<file path="src/hdl/tqe_pkg.sv">
package tqe_pkg;

  // Defaults for the top-level parameters.
  localparam int unsigned NUM_TIMERS_DEF = 16;
  localparam int unsigned TIME_BITS_DEF  = 48;

  // Fixed field widths of the request and result words.
  localparam int unsigned REQ_W    = 2;
  localparam int unsigned PERIOD_W = 32;
  localparam int unsigned ID_W     = 4;
  localparam int unsigned REMAIN_W = 33;

  // At most this many expiries are reported for one tick.
  localparam int unsigned BURST_CAP = 16;

  // Request codes. The remaining code is a no-op that still returns a status word.
  localparam logic [REQ_W-1:0] REQ_ADD    = 2'd0;
  localparam logic [REQ_W-1:0] REQ_REMOVE = 2'd1;
  localparam logic [REQ_W-1:0] REQ_TICK   = 2'd2;

  // Largest reported time to the next deadline, and the "table empty" marker.
  localparam logic signed [REMAIN_W-1:0] REMAIN_MAX  = 33'sh0_FFFF_FFFF;
  localparam logic signed [REMAIN_W-1:0] REMAIN_NONE = -33'sd1;

  typedef logic signed [REMAIN_W-1:0] remain_t;

  typedef enum logic [1:0] {
    ST_IDLE,
    ST_SCAN,
    ST_EVAL,
    ST_REM
  } state_e;

endpackage

</file>
<file path="src/hdl/tqe_remain.sv">
module tqe_remain #(
  parameter int unsigned TIME_BITS = tqe_pkg::TIME_BITS_DEF
) (
  input  logic                 any_i,
  input  logic [TIME_BITS-1:0] best_i,
  input  logic [TIME_BITS-1:0] now_i,
  output tqe_pkg::remain_t     remain_o
);
  import tqe_pkg::*;

  logic [TIME_BITS-1:0] diff;
  logic [63:0]          diff_ext;

  assign diff     = best_i - now_i;
  assign diff_ext = 64'(diff);

  // Saturate to the 32-bit range; a deadline already reached reads as zero.
  always_comb begin
    if (!any_i) begin
      remain_o = REMAIN_NONE;
    end else if (best_i <= now_i) begin
      remain_o = '0;
    end else if (|diff_ext[63:32]) begin
      remain_o = REMAIN_MAX;
    end else begin
      remain_o = remain_t'({1'b0, diff_ext[31:0]});
    end
  end

endmodule

</file>
<file path="src/hdl/timer_queue_expiry.sv">
// Deadline-ordered timer table with a millisecond clock. A request word is taken when start_i is
// high and busy_o is low: add stores a timer with deadline now + period_ms_i in the lowest free
// slot, remove frees timer_slot_i, and tick advances the clock by one and reports every due timer,
// earliest deadline first, lower slot first on ties, at most sixteen per tick. Results leave on
// the output ports for exactly one cycle each, marked by strobe_o, and the receiver cannot hold
// them off; last_o marks the final result word of a request. Each pass over the slot memory reads
// one slot per cycle through the single read port. An add, a remove or a tick with nothing due
// makes one pass; busy_o stays high until its result word is ready, and the word is strobed in
// the first cycle with busy_o low. A tick that reports k expiries makes k + 1 passes, keeps
// busy_o high until its last result word is ready, and sends one result word after each pass
// but the first. Nothing needs clearing after reset.
module timer_queue_expiry #(
  parameter int unsigned NUM_TIMERS = tqe_pkg::NUM_TIMERS_DEF,
  parameter int unsigned TIME_BITS  = tqe_pkg::TIME_BITS_DEF
) (
  input  logic                         clk_i,
  input  logic                         rst_ni,
  input  logic                         start_i,
  output logic                         busy_o,
  input  logic [tqe_pkg::REQ_W-1:0]    req_type_i,
  input  logic [tqe_pkg::PERIOD_W-1:0] period_ms_i,
  input  logic                         repeat_flag_i,
  input  logic [tqe_pkg::ID_W-1:0]     timer_slot_i,
  output logic                         strobe_o,
  output logic [tqe_pkg::ID_W-1:0]     expired_id_o,
  output logic                         expired_o,
  output logic                         table_full_o,
  output tqe_pkg::remain_t             remain_ms_o,
  output logic                         last_o
);
  import tqe_pkg::*;

  localparam int unsigned IDX_W = (NUM_TIMERS > 1) ? $clog2(NUM_TIMERS) : 1;
  localparam int unsigned CNT_W = $clog2(NUM_TIMERS + 1);
  localparam int unsigned MEM_W = TIME_BITS + PERIOD_W + 1;
  localparam int unsigned EMIT_W = $clog2(BURST_CAP) + 1;
  localparam logic [IDX_W-1:0]  LAST_IDX   = IDX_W'(NUM_TIMERS - 1);
  localparam logic [EMIT_W-1:0] EMIT_LIMIT = EMIT_W'(BURST_CAP - 1);

  // Slot memory: each entry holds {deadline, period, repeat}. Valid and fired bits live in
  // flip-flops so that reset empties the table at once.
  logic [MEM_W-1:0] mem [NUM_TIMERS];
  logic [MEM_W-1:0] rd_data_q;

  logic [NUM_TIMERS-1:0] valid_q, fired_q;
  logic [TIME_BITS-1:0]  now_q;

  state_e state_q, state_d;
  logic   accept;
  logic   enter_scan;

  // Latched request word.
  logic [REQ_W-1:0]     op_q;
  logic [PERIOD_W-1:0]  per_q;
  logic                 rep_q;
  logic [TIME_BITS-1:0] dl_q;

  // Scan sequencer: read addresses go out one per cycle, data come back in the next cycle.
  logic [CNT_W-1:0] cnt_q;
  logic             rd_v_q;
  logic [IDX_W-1:0] rd_idx_q;
  logic             issue;
  logic             scan_last;

  // Scan results.
  logic                 any_q;
  logic [TIME_BITS-1:0] best_q;
  logic                 free_v_q;
  logic [IDX_W-1:0]     free_idx_q;
  logic                 pk_v_q;
  logic [IDX_W-1:0]     pk_idx_q;
  logic [TIME_BITS-1:0] pk_dl_q;
  logic [PERIOD_W-1:0]  pk_per_q;
  logic                 pk_rep_q;

  // Tick bookkeeping: a picked timer waits in pend until the next scan supplies the
  // remaining time seen after its own rearm or release.
  logic              pend_q;
  logic [IDX_W-1:0]  pend_id_q;
  logic [EMIT_W-1:0] emit_cnt_q;
  logic              cont_q;

  // Result word registers.
  logic             strobe_q;
  logic [ID_W-1:0]  rid_q;
  logic             rexp_q, rfull_q, rlast_q;
  remain_t          remain_q;
  remain_t          remain_calc;

  logic is_tick, take, emit;

  // Fields of the entry being looked at during the scan.
  logic [TIME_BITS-1:0] e_dl;
  logic [PERIOD_W-1:0]  e_per;
  logic                 e_rep;
  logic                 e_valid, e_fired;

  // Memory write port.
  logic             wr_en;
  logic [IDX_W-1:0] wr_addr;
  logic [MEM_W-1:0] wr_data;

  assign accept    = start_i && (state_q == ST_IDLE);
  assign busy_o    = (state_q != ST_IDLE);
  assign is_tick   = (op_q == REQ_TICK);
  assign scan_last = rd_v_q && (rd_idx_q == LAST_IDX);

  assign e_dl    = rd_data_q[MEM_W-1 -: TIME_BITS];
  assign e_per   = rd_data_q[PERIOD_W:1];
  assign e_rep   = rd_data_q[0];
  assign e_valid = valid_q[rd_idx_q];
  assign e_fired = fired_q[rd_idx_q];

  // In a tick, another timer is taken only while the burst limit allows one more word.
  assign take = is_tick && pk_v_q && (!pend_q || (emit_cnt_q < EMIT_LIMIT));
  // The first scan of a tick that finds a due timer produces no word of its own.
  assign emit = !is_tick || pend_q || !pk_v_q;

  // Next state.
  always_comb begin
    state_d = state_q;
    unique case (state_q)
      ST_IDLE: begin
        if (start_i) state_d = ST_SCAN;
      end
      ST_SCAN: begin
        if (scan_last) state_d = ST_EVAL;
      end
      ST_EVAL: begin
        state_d = emit ? ST_REM : ST_SCAN;
      end
      ST_REM: begin
        state_d = cont_q ? ST_SCAN : ST_IDLE;
      end
      default: state_d = ST_IDLE;
    endcase
  end

  // Sequencer controls.
  always_comb begin
    enter_scan = (state_d == ST_SCAN) && (state_q != ST_SCAN);
    issue      = (state_q == ST_SCAN) && (cnt_q < CNT_W'(NUM_TIMERS));
    wr_en      = 1'b0;
    wr_addr    = pk_idx_q;
    wr_data    = {(now_q + TIME_BITS'(pk_per_q)), pk_per_q, 1'b1};
    if (state_q == ST_EVAL) begin
      if (op_q == REQ_ADD) begin
        wr_en   = free_v_q;
        wr_addr = free_idx_q;
        wr_data = {dl_q, per_q, rep_q};
      end else begin
        wr_en = take && pk_rep_q;
      end
    end
  end

  always_ff @(posedge clk_i or negedge rst_ni) begin
    if (!rst_ni) begin
      state_q <= ST_IDLE;
    end else begin
      state_q <= state_d;
    end
  end

  // Slot memory with a registered read port.
  always_ff @(posedge clk_i) begin
    if (wr_en) mem[wr_addr] <= wr_data;
    rd_data_q <= mem[cnt_q[IDX_W-1:0]];
  end

  // Clock, valid and fired bits.
  always_ff @(posedge clk_i or negedge rst_ni) begin
    if (!rst_ni) begin
      now_q   <= '0;
      valid_q <= '0;
      fired_q <= '0;
    end else begin
      if (accept) begin
        if (req_type_i == REQ_TICK) begin
          now_q   <= now_q + TIME_BITS'(1);
          fired_q <= '0;
        end
        if ((req_type_i == REQ_REMOVE) && (32'(timer_slot_i) < NUM_TIMERS)) begin
          valid_q[IDX_W'(timer_slot_i)] <= 1'b0;
        end
      end
      if (state_q == ST_EVAL) begin
        if ((op_q == REQ_ADD) && free_v_q) begin
          valid_q[free_idx_q] <= 1'b1;
        end
        if (take) begin
          fired_q[pk_idx_q] <= 1'b1;
          if (!pk_rep_q) valid_q[pk_idx_q] <= 1'b0;
        end
      end
    end
  end

  // Request word latch.
  always_ff @(posedge clk_i) begin
    if (accept) begin
      op_q  <= req_type_i;
      per_q <= period_ms_i;
      rep_q <= repeat_flag_i;
      dl_q  <= now_q + TIME_BITS'(period_ms_i);
    end
  end

  // Scan control.
  always_ff @(posedge clk_i or negedge rst_ni) begin
    if (!rst_ni) begin
      cnt_q      <= '0;
      rd_v_q     <= 1'b0;
      pend_q     <= 1'b0;
      emit_cnt_q <= '0;
      cont_q     <= 1'b0;
      strobe_q   <= 1'b0;
    end else begin
      rd_v_q   <= issue;
      strobe_q <= (state_q == ST_REM);
      if (enter_scan) begin
        cnt_q <= '0;
      end else if (issue) begin
        cnt_q <= cnt_q + CNT_W'(1);
      end
      if (accept) begin
        pend_q     <= 1'b0;
        emit_cnt_q <= '0;
        cont_q     <= 1'b0;
      end
      if (state_q == ST_EVAL) begin
        cont_q <= take;
        if (take) pend_q <= 1'b1;
        if (emit && pend_q) emit_cnt_q <= emit_cnt_q + EMIT_W'(1);
      end
    end
  end

  // Scan datapath: minimum deadline over valid slots and any timer just added, lowest free slot,
  // and in a tick the earliest due timer not yet reported. Ascending order plus a strict compare
  // keeps the lower slot on equal deadlines.
  always_ff @(posedge clk_i) begin
    rd_idx_q <= cnt_q[IDX_W-1:0];
    if (enter_scan) begin
      any_q    <= 1'b0;
      free_v_q <= 1'b0;
      pk_v_q   <= 1'b0;
    end else if (state_q == ST_EVAL) begin
      if ((op_q == REQ_ADD) && free_v_q && (!any_q || (dl_q < best_q))) begin
        any_q  <= 1'b1;
        best_q <= dl_q;
      end
    end else if (rd_v_q) begin
      if (e_valid && (!any_q || (e_dl < best_q))) begin
        any_q  <= 1'b1;
        best_q <= e_dl;
      end
      if (!e_valid && !free_v_q) begin
        free_v_q   <= 1'b1;
        free_idx_q <= rd_idx_q;
      end
      if (is_tick && e_valid && !e_fired && (e_dl <= now_q) &&
          (!pk_v_q || (e_dl < pk_dl_q))) begin
        pk_v_q   <= 1'b1;
        pk_idx_q <= rd_idx_q;
        pk_dl_q  <= e_dl;
        pk_per_q <= e_per;
        pk_rep_q <= e_rep;
      end
    end
  end

  // Result word fields, settled in the evaluate step; the remaining time is registered in ST_REM.
  always_ff @(posedge clk_i) begin
    if (state_q == ST_EVAL) begin
      if (take) pend_id_q <= pk_idx_q;
      if (emit) begin
        if ((op_q == REQ_ADD) && free_v_q) begin
          rid_q <= ID_W'(free_idx_q);
        end else if (is_tick && pend_q) begin
          rid_q <= ID_W'(pend_id_q);
        end else begin
          rid_q <= '0;
        end
        rexp_q  <= is_tick && pend_q;
        rfull_q <= (op_q == REQ_ADD) && !free_v_q;
        rlast_q <= !take;
      end
    end
    if (state_q == ST_REM) remain_q <= remain_calc;
  end

  tqe_remain #(
    .TIME_BITS(TIME_BITS)
  ) u_remain (
    .any_i   (any_q),
    .best_i  (best_q),
    .now_i   (now_q),
    .remain_o(remain_calc)
  );

  assign strobe_o     = strobe_q;
  assign expired_id_o = rid_q;
  assign expired_o    = rexp_q;
  assign table_full_o = rfull_q;
  assign remain_ms_o  = remain_q;
  assign last_o       = rlast_q;

endmodule

</file>
<file path="config.mk">
export PLATFORM = sky130hd
export DESIGN_NAME = timer_queue_expiry
export DESIGN_NICKNAME = d
export VERILOG_FILES = /design/src/hdl/tqe_pkg.sv /design/src/hdl/tqe_remain.sv /design/src/hdl/timer_queue_expiry.sv
export SDC_FILE = /design/constraint.sdc
export NUM_CORES = 2
export LEC_CHECK = 0
export BUFFER_PORTS_ARGS = -buffer_cell sky130_fd_sc_hd__buf_2
export CAP_MARGIN = 20
export CORE_ASPECT_RATIO = 1.2
export CORE_MARGIN = 4
export CORE_UTILIZATION = 55
export CTS_CLUSTER_SIZE = 20
export DETAILED_ROUTE_END_ITERATION = 12
export PLACE_DENSITY_LB_ADDON = 0.2
export SYNTH_ARGS = -nofsm -noshare
export SYNTH_HDL_FRONTEND = slang
export SYNTH_SLANG_ARGS = --single-unit
export TNS_END_PERCENT = 50
</file>
<file path="constraint.sdc">
create_clock -name clk_i -period 14 [get_ports clk_i]
set_input_delay 2.8 -clock clk_i [delete_from_list [all_inputs] [get_ports clk_i]]
set_output_delay 2.8 -clock clk_i [all_outputs]
set_load 0.02 [all_outputs]
</file>
### Word-level counts from Yosys, hierarchy flattened

Memories as Yosys holds them, arrays and structs flattened. A register that Yosys moved wholly into a read port is not among the register bits.
Index checks and enable logic that the tools add are counted.

* bits in registers: 367
* input bits: 42
* output and inout bits: 42
* RAM bits: 1296
* logic and storage cells: 177
* memories: 1

Memory list
* mem: depth 16, width 81, read ports 1, clocked after memory_dff 1, write ports 1, line timer_queue_expiry.sv:42 `logic [MEM_W-1:0] mem [NUM_TIMERS];`

* reductions and logical operators: 52
* add/sub/neg operators: 6
* mux-type cells: 56
* bitwise gates (word level): 8
* order comparisons: 14
* equal/unequal tests: 10

Operator list (number)
* $mux W48: 4
* $mux W16: 11
* $mux W81: 2
* $lt A48 B48 Y1: 3
* $add A48 B32 Y48: 2
* $le A48 B48 Y1: 2
* $add A48 B1 Y48 const B: 1
* $sub A48 B48 Y48: 1
* $mux W33: 1
* $and A16 B16 Y16: 2
* $mux W32: 1
* $not A16 Y16: 2
* $or A16 B16 Y16: 2
* $mux W5: 5
* $logic_and A1 B1 Y1: 21
* $lt A4 B5 Y1 const B: 4
* $mux W1: 19
* $mux W4: 4
* $reduce_or A16 Y1: 1
* $demux W1 S4: 3
* $ge A4 B1 Y1 const B: 3
* $reduce_and A4 Y1: 3
* $add A5 B1 Y5 const B: 2
* $reduce_bool A2 Y1: 5
* other kinds (15): 42

### Depth between registers and ports, before layout

* depth in word-level cells: 15
* gate-level depth with buffers: 16
* depth with buffers taken out: 13

### Cells and area by module

Synthesis repeated with hierarchy kept, for this count alone.

* cells, all modules: 4705
* area total of the unflattened synthesis: 76754.9 um^2

Modules (own cells, without submodules)
* timer_queue_expiry: instances 1, area each 72894.9 um^2, seq. area each 51008.9 um^2, cells each 4145
* tqe_remain: instances 1, area each 3860.0 um^2, seq. area each 0.0 um^2, cells each 560

### Worst setup path before layout

Ideal clock, no wire load.

* kind: input to register
* from: input start_i
* to: register pk_dl_q[0], enable pin
* data required time: 13482 ps
* stages: 8
* setup slack: 5883 ps
* data arrival time: 7599 ps
* setup time: 518 ps
* path buffers: 0
* path through: nand2_4 > a21oi_2 > or4_4 > a2111oi_4 > o211ai_2 > a21oi_2 > a21oi_2 > a211oi_2

* longest elaborated chain between the ends: 6

Ends and longest elaborated chain
* start, declared: line timer_queue_expiry.sv:18 `input logic start_i,`
* $mux W2: line timer_queue_expiry.sv:124 `if (start_i) state_d = ST_SCAN;`
* $pmux W2 S4: line timer_queue_expiry.sv:122 `unique case (state_q)`
* $eq A2 B1 Y1: line timer_queue_expiry.sv:141 `enter_scan = (state_d == ST_SCAN) && (state_q != ST_SCAN);`
* $logic_and A1 B1 Y1: line timer_queue_expiry.sv:141
* $not A1 Y1 (no line)
* $reduce_and A4 Y1 (no line)
* end signal, assigned: line timer_queue_expiry.sv:266 `pk_dl_q <= e_dl;`
* end, declared: line timer_queue_expiry.sv:72 `logic [TIME_BITS-1:0] pk_dl_q;`

No other way between the ends.
A chain may end at the register's enable or synchronous reset.

### Final worst setup path

* from: input period_ms_i[0] (netlist name)
* to: register dl_q[36], data pin

* longest elaborated chain between the ends: 1

Ends and longest elaborated chain
* start, declared: line timer_queue_expiry.sv:21 `input logic [tqe_pkg::PERIOD_W-1:0] period_ms_i,`
* $add A48 B32 Y48: line timer_queue_expiry.sv:205 `dl_q <= now_q + TIME_BITS'(period_ms_i);`
* end signal, assigned: line timer_queue_expiry.sv:205
* end, declared: line timer_queue_expiry.sv:56 `logic [TIME_BITS-1:0] dl_q;`

No other way between the ends.

==> impl_metrics.env <==
export IMPL_dp_hpwl_mm=117
export IMPL_clockBufferDepth=3
export IMPL_die_y_um=416
export IMPL_avgRoutedWirePerCell_um=28.2
export IMPL_hp_class="flip-flop to flip-flop"
export IMPL_drive_above_1_share_pct=18.8
export IMPL_syn_nets=5006
export IMPL_gp_congestion=0.921
export IMPL_synth_top_family_by_area="multiplexers"
export IMPL_cp_required_ns=14.55
export IMPL_critPathArrivalTime_ns=6.80
export IMPL_crit_fanout=12
export IMPL_grt_pass1_vias=42800
export IMPL_viasPerCell=6.39
export IMPL_synth_edf_count=1560
export IMPL_gr_max_usage_layer="met2"
export IMPL_io_buffers=83
export IMPL_vias=43500
export IMPL_power_density_nw_per_um2=192
export IMPL_synth_xor_area_share_pct=1.82
export IMPL_grt_first_pass_wirelength_mm=284
export IMPL_crit_chain="buf_2 -> ha_1 -> inv_1 -> fa_1 -> nor2b_1 -> o21ai_1 -> a21o_1 -> a21oi_1 -> o22ai_1 -> o41ai_2 -> a2111oi_2 -> or2_1 -> a311o_1"
export IMPL_finalMaxSlewViolations=0
export IMPL_min_period_ns=6.25
export IMPL_cp_start_kind="input pin"
export IMPL_final_antenna_net_count=0
export IMPL_overflow=0
export IMPL_ios=84
export IMPL_period_share_pct=44.7
export IMPL_finalSetupViolCount=0
export IMPL_grt_util_all_layers_pct=26.7
export IMPL_critPathTopFamily="compound AO/OA/AOI/OAI gates"
export IMPL_slew_headroom_pct=22.2
export IMPL_clockRootBuffer="clkbuf_16"
export IMPL_die_x_um=348
export IMPL_fill_cells=9996
export IMPL_synthFlopType="edfxtp_1"
export IMPL_critPathKind="input pin to flip-flop"
export IMPL_core_rowCount=149
export IMPL_outcome="finished, final reports clean"
export IMPL_synth_warnings=0
export IMPL_syn_cell_area_um2=76200
export IMPL_rsz0062_at_grt="false"
export IMPL_clk_latency_ns=0.82
export IMPL_drt_first_pass_iters=7
export IMPL_ys_seq_area_share_pct=67.0
export IMPL_maxCapViolCount=0
export IMPL_synth_compound_area_share_pct=5.96
export IMPL_core_um2=138000
export IMPL_crit_buf_inv=2
export IMPL_drt_total_wl_mm=191
export IMPL_p_leak_uw=0.0300
export IMPL_synthArstFlopShare_pct=5.50
export IMPL_grt_antenna_before_repair=9
export IMPL_hold_buffers=0
export IMPL_use_met3_pct=4.42
export IMPL_holdWs_ns=0.403
export IMPL_synth_adder_area_share_pct=5.07
export IMPL_cpPeakStageDelay_ns=0.90
export IMPL_grt_start_max_net_pins=124
export IMPL_synth_area_mux_share_pct=12.4
export IMPL_die_area_um2=145000
export IMPL_syn_to_final_growth_pct=11.5
export IMPL_crit_path_end_kind="flip-flop"
export IMPL_synthSimpleGateAreaFrac_pct=5.98
export IMPL_drc=0
export IMPL_cts_tree="built"
export IMPL_syn_inst=4657
export IMPL_synth_distinct_cells=99
export IMPL_finClkSkew_ns=0.0315
export IMPL_clock_fmax_ghz=0.160
export IMPL_numCtsBuffers=165
export IMPL_clk_pin_slew_worst_paths_ns=0.06
export IMPL_start_util_pct=55.4
export IMPL_avgSynthCellArea_um2=16.4
export IMPL_place_area_um2=79100
export IMPL_use_met2_pct=42.0
export IMPL_nNetsFinal=5187
export IMPL_cts_setup_buffers=0
export IMPL_drtIter0Drc=4673
export IMPL_max_slew_worst_pin_slew_ns=1.16
export IMPL_ys_seq_elements=1744
export IMPL_final_area_um2=84900
export IMPL_cts_sinks=1744
export IMPL_grtUsageMet1_pct=38.8
export IMPL_hold_viol_final=0
export IMPL_htreeDepth=4
export IMPL_totalNegativeSetupSlack_ns=0
export IMPL_critPathSlowestCell="o41ai_2"
export IMPL_vdd_drop_max_mv=0.247
export IMPL_cts_resized=0
per-stage QoR:
stage,power (µW),std cells,util (%),setup slack [ns]
floorplan,10200,4657,-,5.88
global placement,11600,6462,57.4,7.05
detailed placement,11700,6466,57.5,7.03
CTS,16300,6776,61.6,7.88
global route,17100,6793,61.7,7.56
finish,16300,6796,61.7,7.75
report_power, final:
group          internal, µW  total, µW  switching, µW
Combinational          2090       4770           2680
Clock                  2640       4610           1970
Sequential             6420       6910            487
Total                 11200      16300           5130
sequential cells by signal, indices dropped and copies added (netlist names), 5 cells and up:
register     cells
best_q          48
dl_q            48
rd_data_q       81
remain_ms_o     33
mem           1296
valid_q         16
cnt_q            5
per_q           32
emit_cnt_q       5
pk_per_q        32
fired_q         16
pk_dl_q         48
now_q           48
area by class of cell:
class | count | area, µm² | area share (%)
multi-input cells | 2556 | 23900 | 28.2
clock inverters | 101 | 1140 | 1.34
inverters | 180 | 678 | 0.799
flip-flops and latches | 1744 | 51000 | 60.1
repair buffers | 191 | 1310 | 1.55
well taps | 1812 | 2270 | 2.67
diodes | 3 | 7.51 | 0.00884
clock buffers | 209 | 4520 | 5.32
layout by cell type, fill, tap and decap left out, types with 115 or more instances in the layout:
cell and n:
edfxtp_1 1560, nand2_1 412, xnor2_1 115, o21ai_0 136, inv_1 177, mux4_2 408
a21oi_1 200, nor2_1 168, ha_1 304, clkbuf_16 169
metal layers:
metal	vias to the layer above	wire length, µm	share of wire, %
li1	18700	-	-
met1	22500	79000	41
met2	1862	91100	48
met3	364	15300	8.0
met4	4	6020	3.1
met5	-	26	0.014
synthesized netlist by cell type (all sizes together), types with 19 or more instances:
library cell  count  area [µm²]
a31oi            50         313
a21o            107         805
nor3             48         245
nand4            72         457
ha              304        3800
xor2             43         377
buf              43         184
nor2            187         709
a21oi           205        1040
edfxtp         1560       46800
nor2b            32         200
dfxtp            88        1760
a211oi           19         148
nand3            77         390
dfrtp            96        2400
inv             179         672
mux4            415        9370
nand2b           39         244
xnor2           115        1010
clkbuf          134         523
nand2           415        1570
o21ai           143         716
path summary, 6_finish.rpt:
| path | start | to | slack [ns] | depth (start not counted) |
|---|---|---|---|---|
| worst max-delay path | period_ms_i[0] | dl_q[36]$_DFFE_PP_ | 7.75 | 13 |
| worst min-delay path | rd_data_q[30]$_DFF_P_ | pk_per_q[29]$_DFFE_PP_ | 0.40 | 0 |
| worst max register to register | now_q[0]$_DFFE_PN0P_ | mem[3][77]$_DFFE_PP_ | 8.61 | 14 |
| worst min register to register | rd_data_q[30]$_DFF_P_ | pk_per_q[29]$_DFFE_PP_ | 0.40 | 0 |
| max in group asynchronous | rst_ni | now_q[38]$_DFFE_PN0P_ | 10.76 | 2 |
| min in group asynchronous | rst_ni | emit_cnt_q[1]$_DFF_PN0_ | 2.00 | 1 |
logic make-up (layout without fill, tap and decap cells):
group,count (synthesis),in the layout
buffers and inverters,357,681
other,0,3
multiplexers,420,420
flip-flops,1744,1744
AND/OR/NAND/NOR,971,971
AO/OA/AOI/OAI,700,700
XOR/XNOR,158,158
adder cells (fa/ha/maj),307,307
worst register-to-register path, cell delays in order (launching register included):
cell       delay [ns]
dfrtp_1          0.59
ha_1             0.36
inv_1            0.08
fa_1             0.40
nor2b_1          0.17
o31a_1           0.20
nand2b_1         0.19
a32oi_1          0.28
o311ai_1         0.66
nand3_1          0.38
a21oi_2          0.33
a2111oi_2        0.13
clkbuf_4         0.21
or4b_2           0.61
nand3_1          0.47
Power figures use the tool's default switching activity.
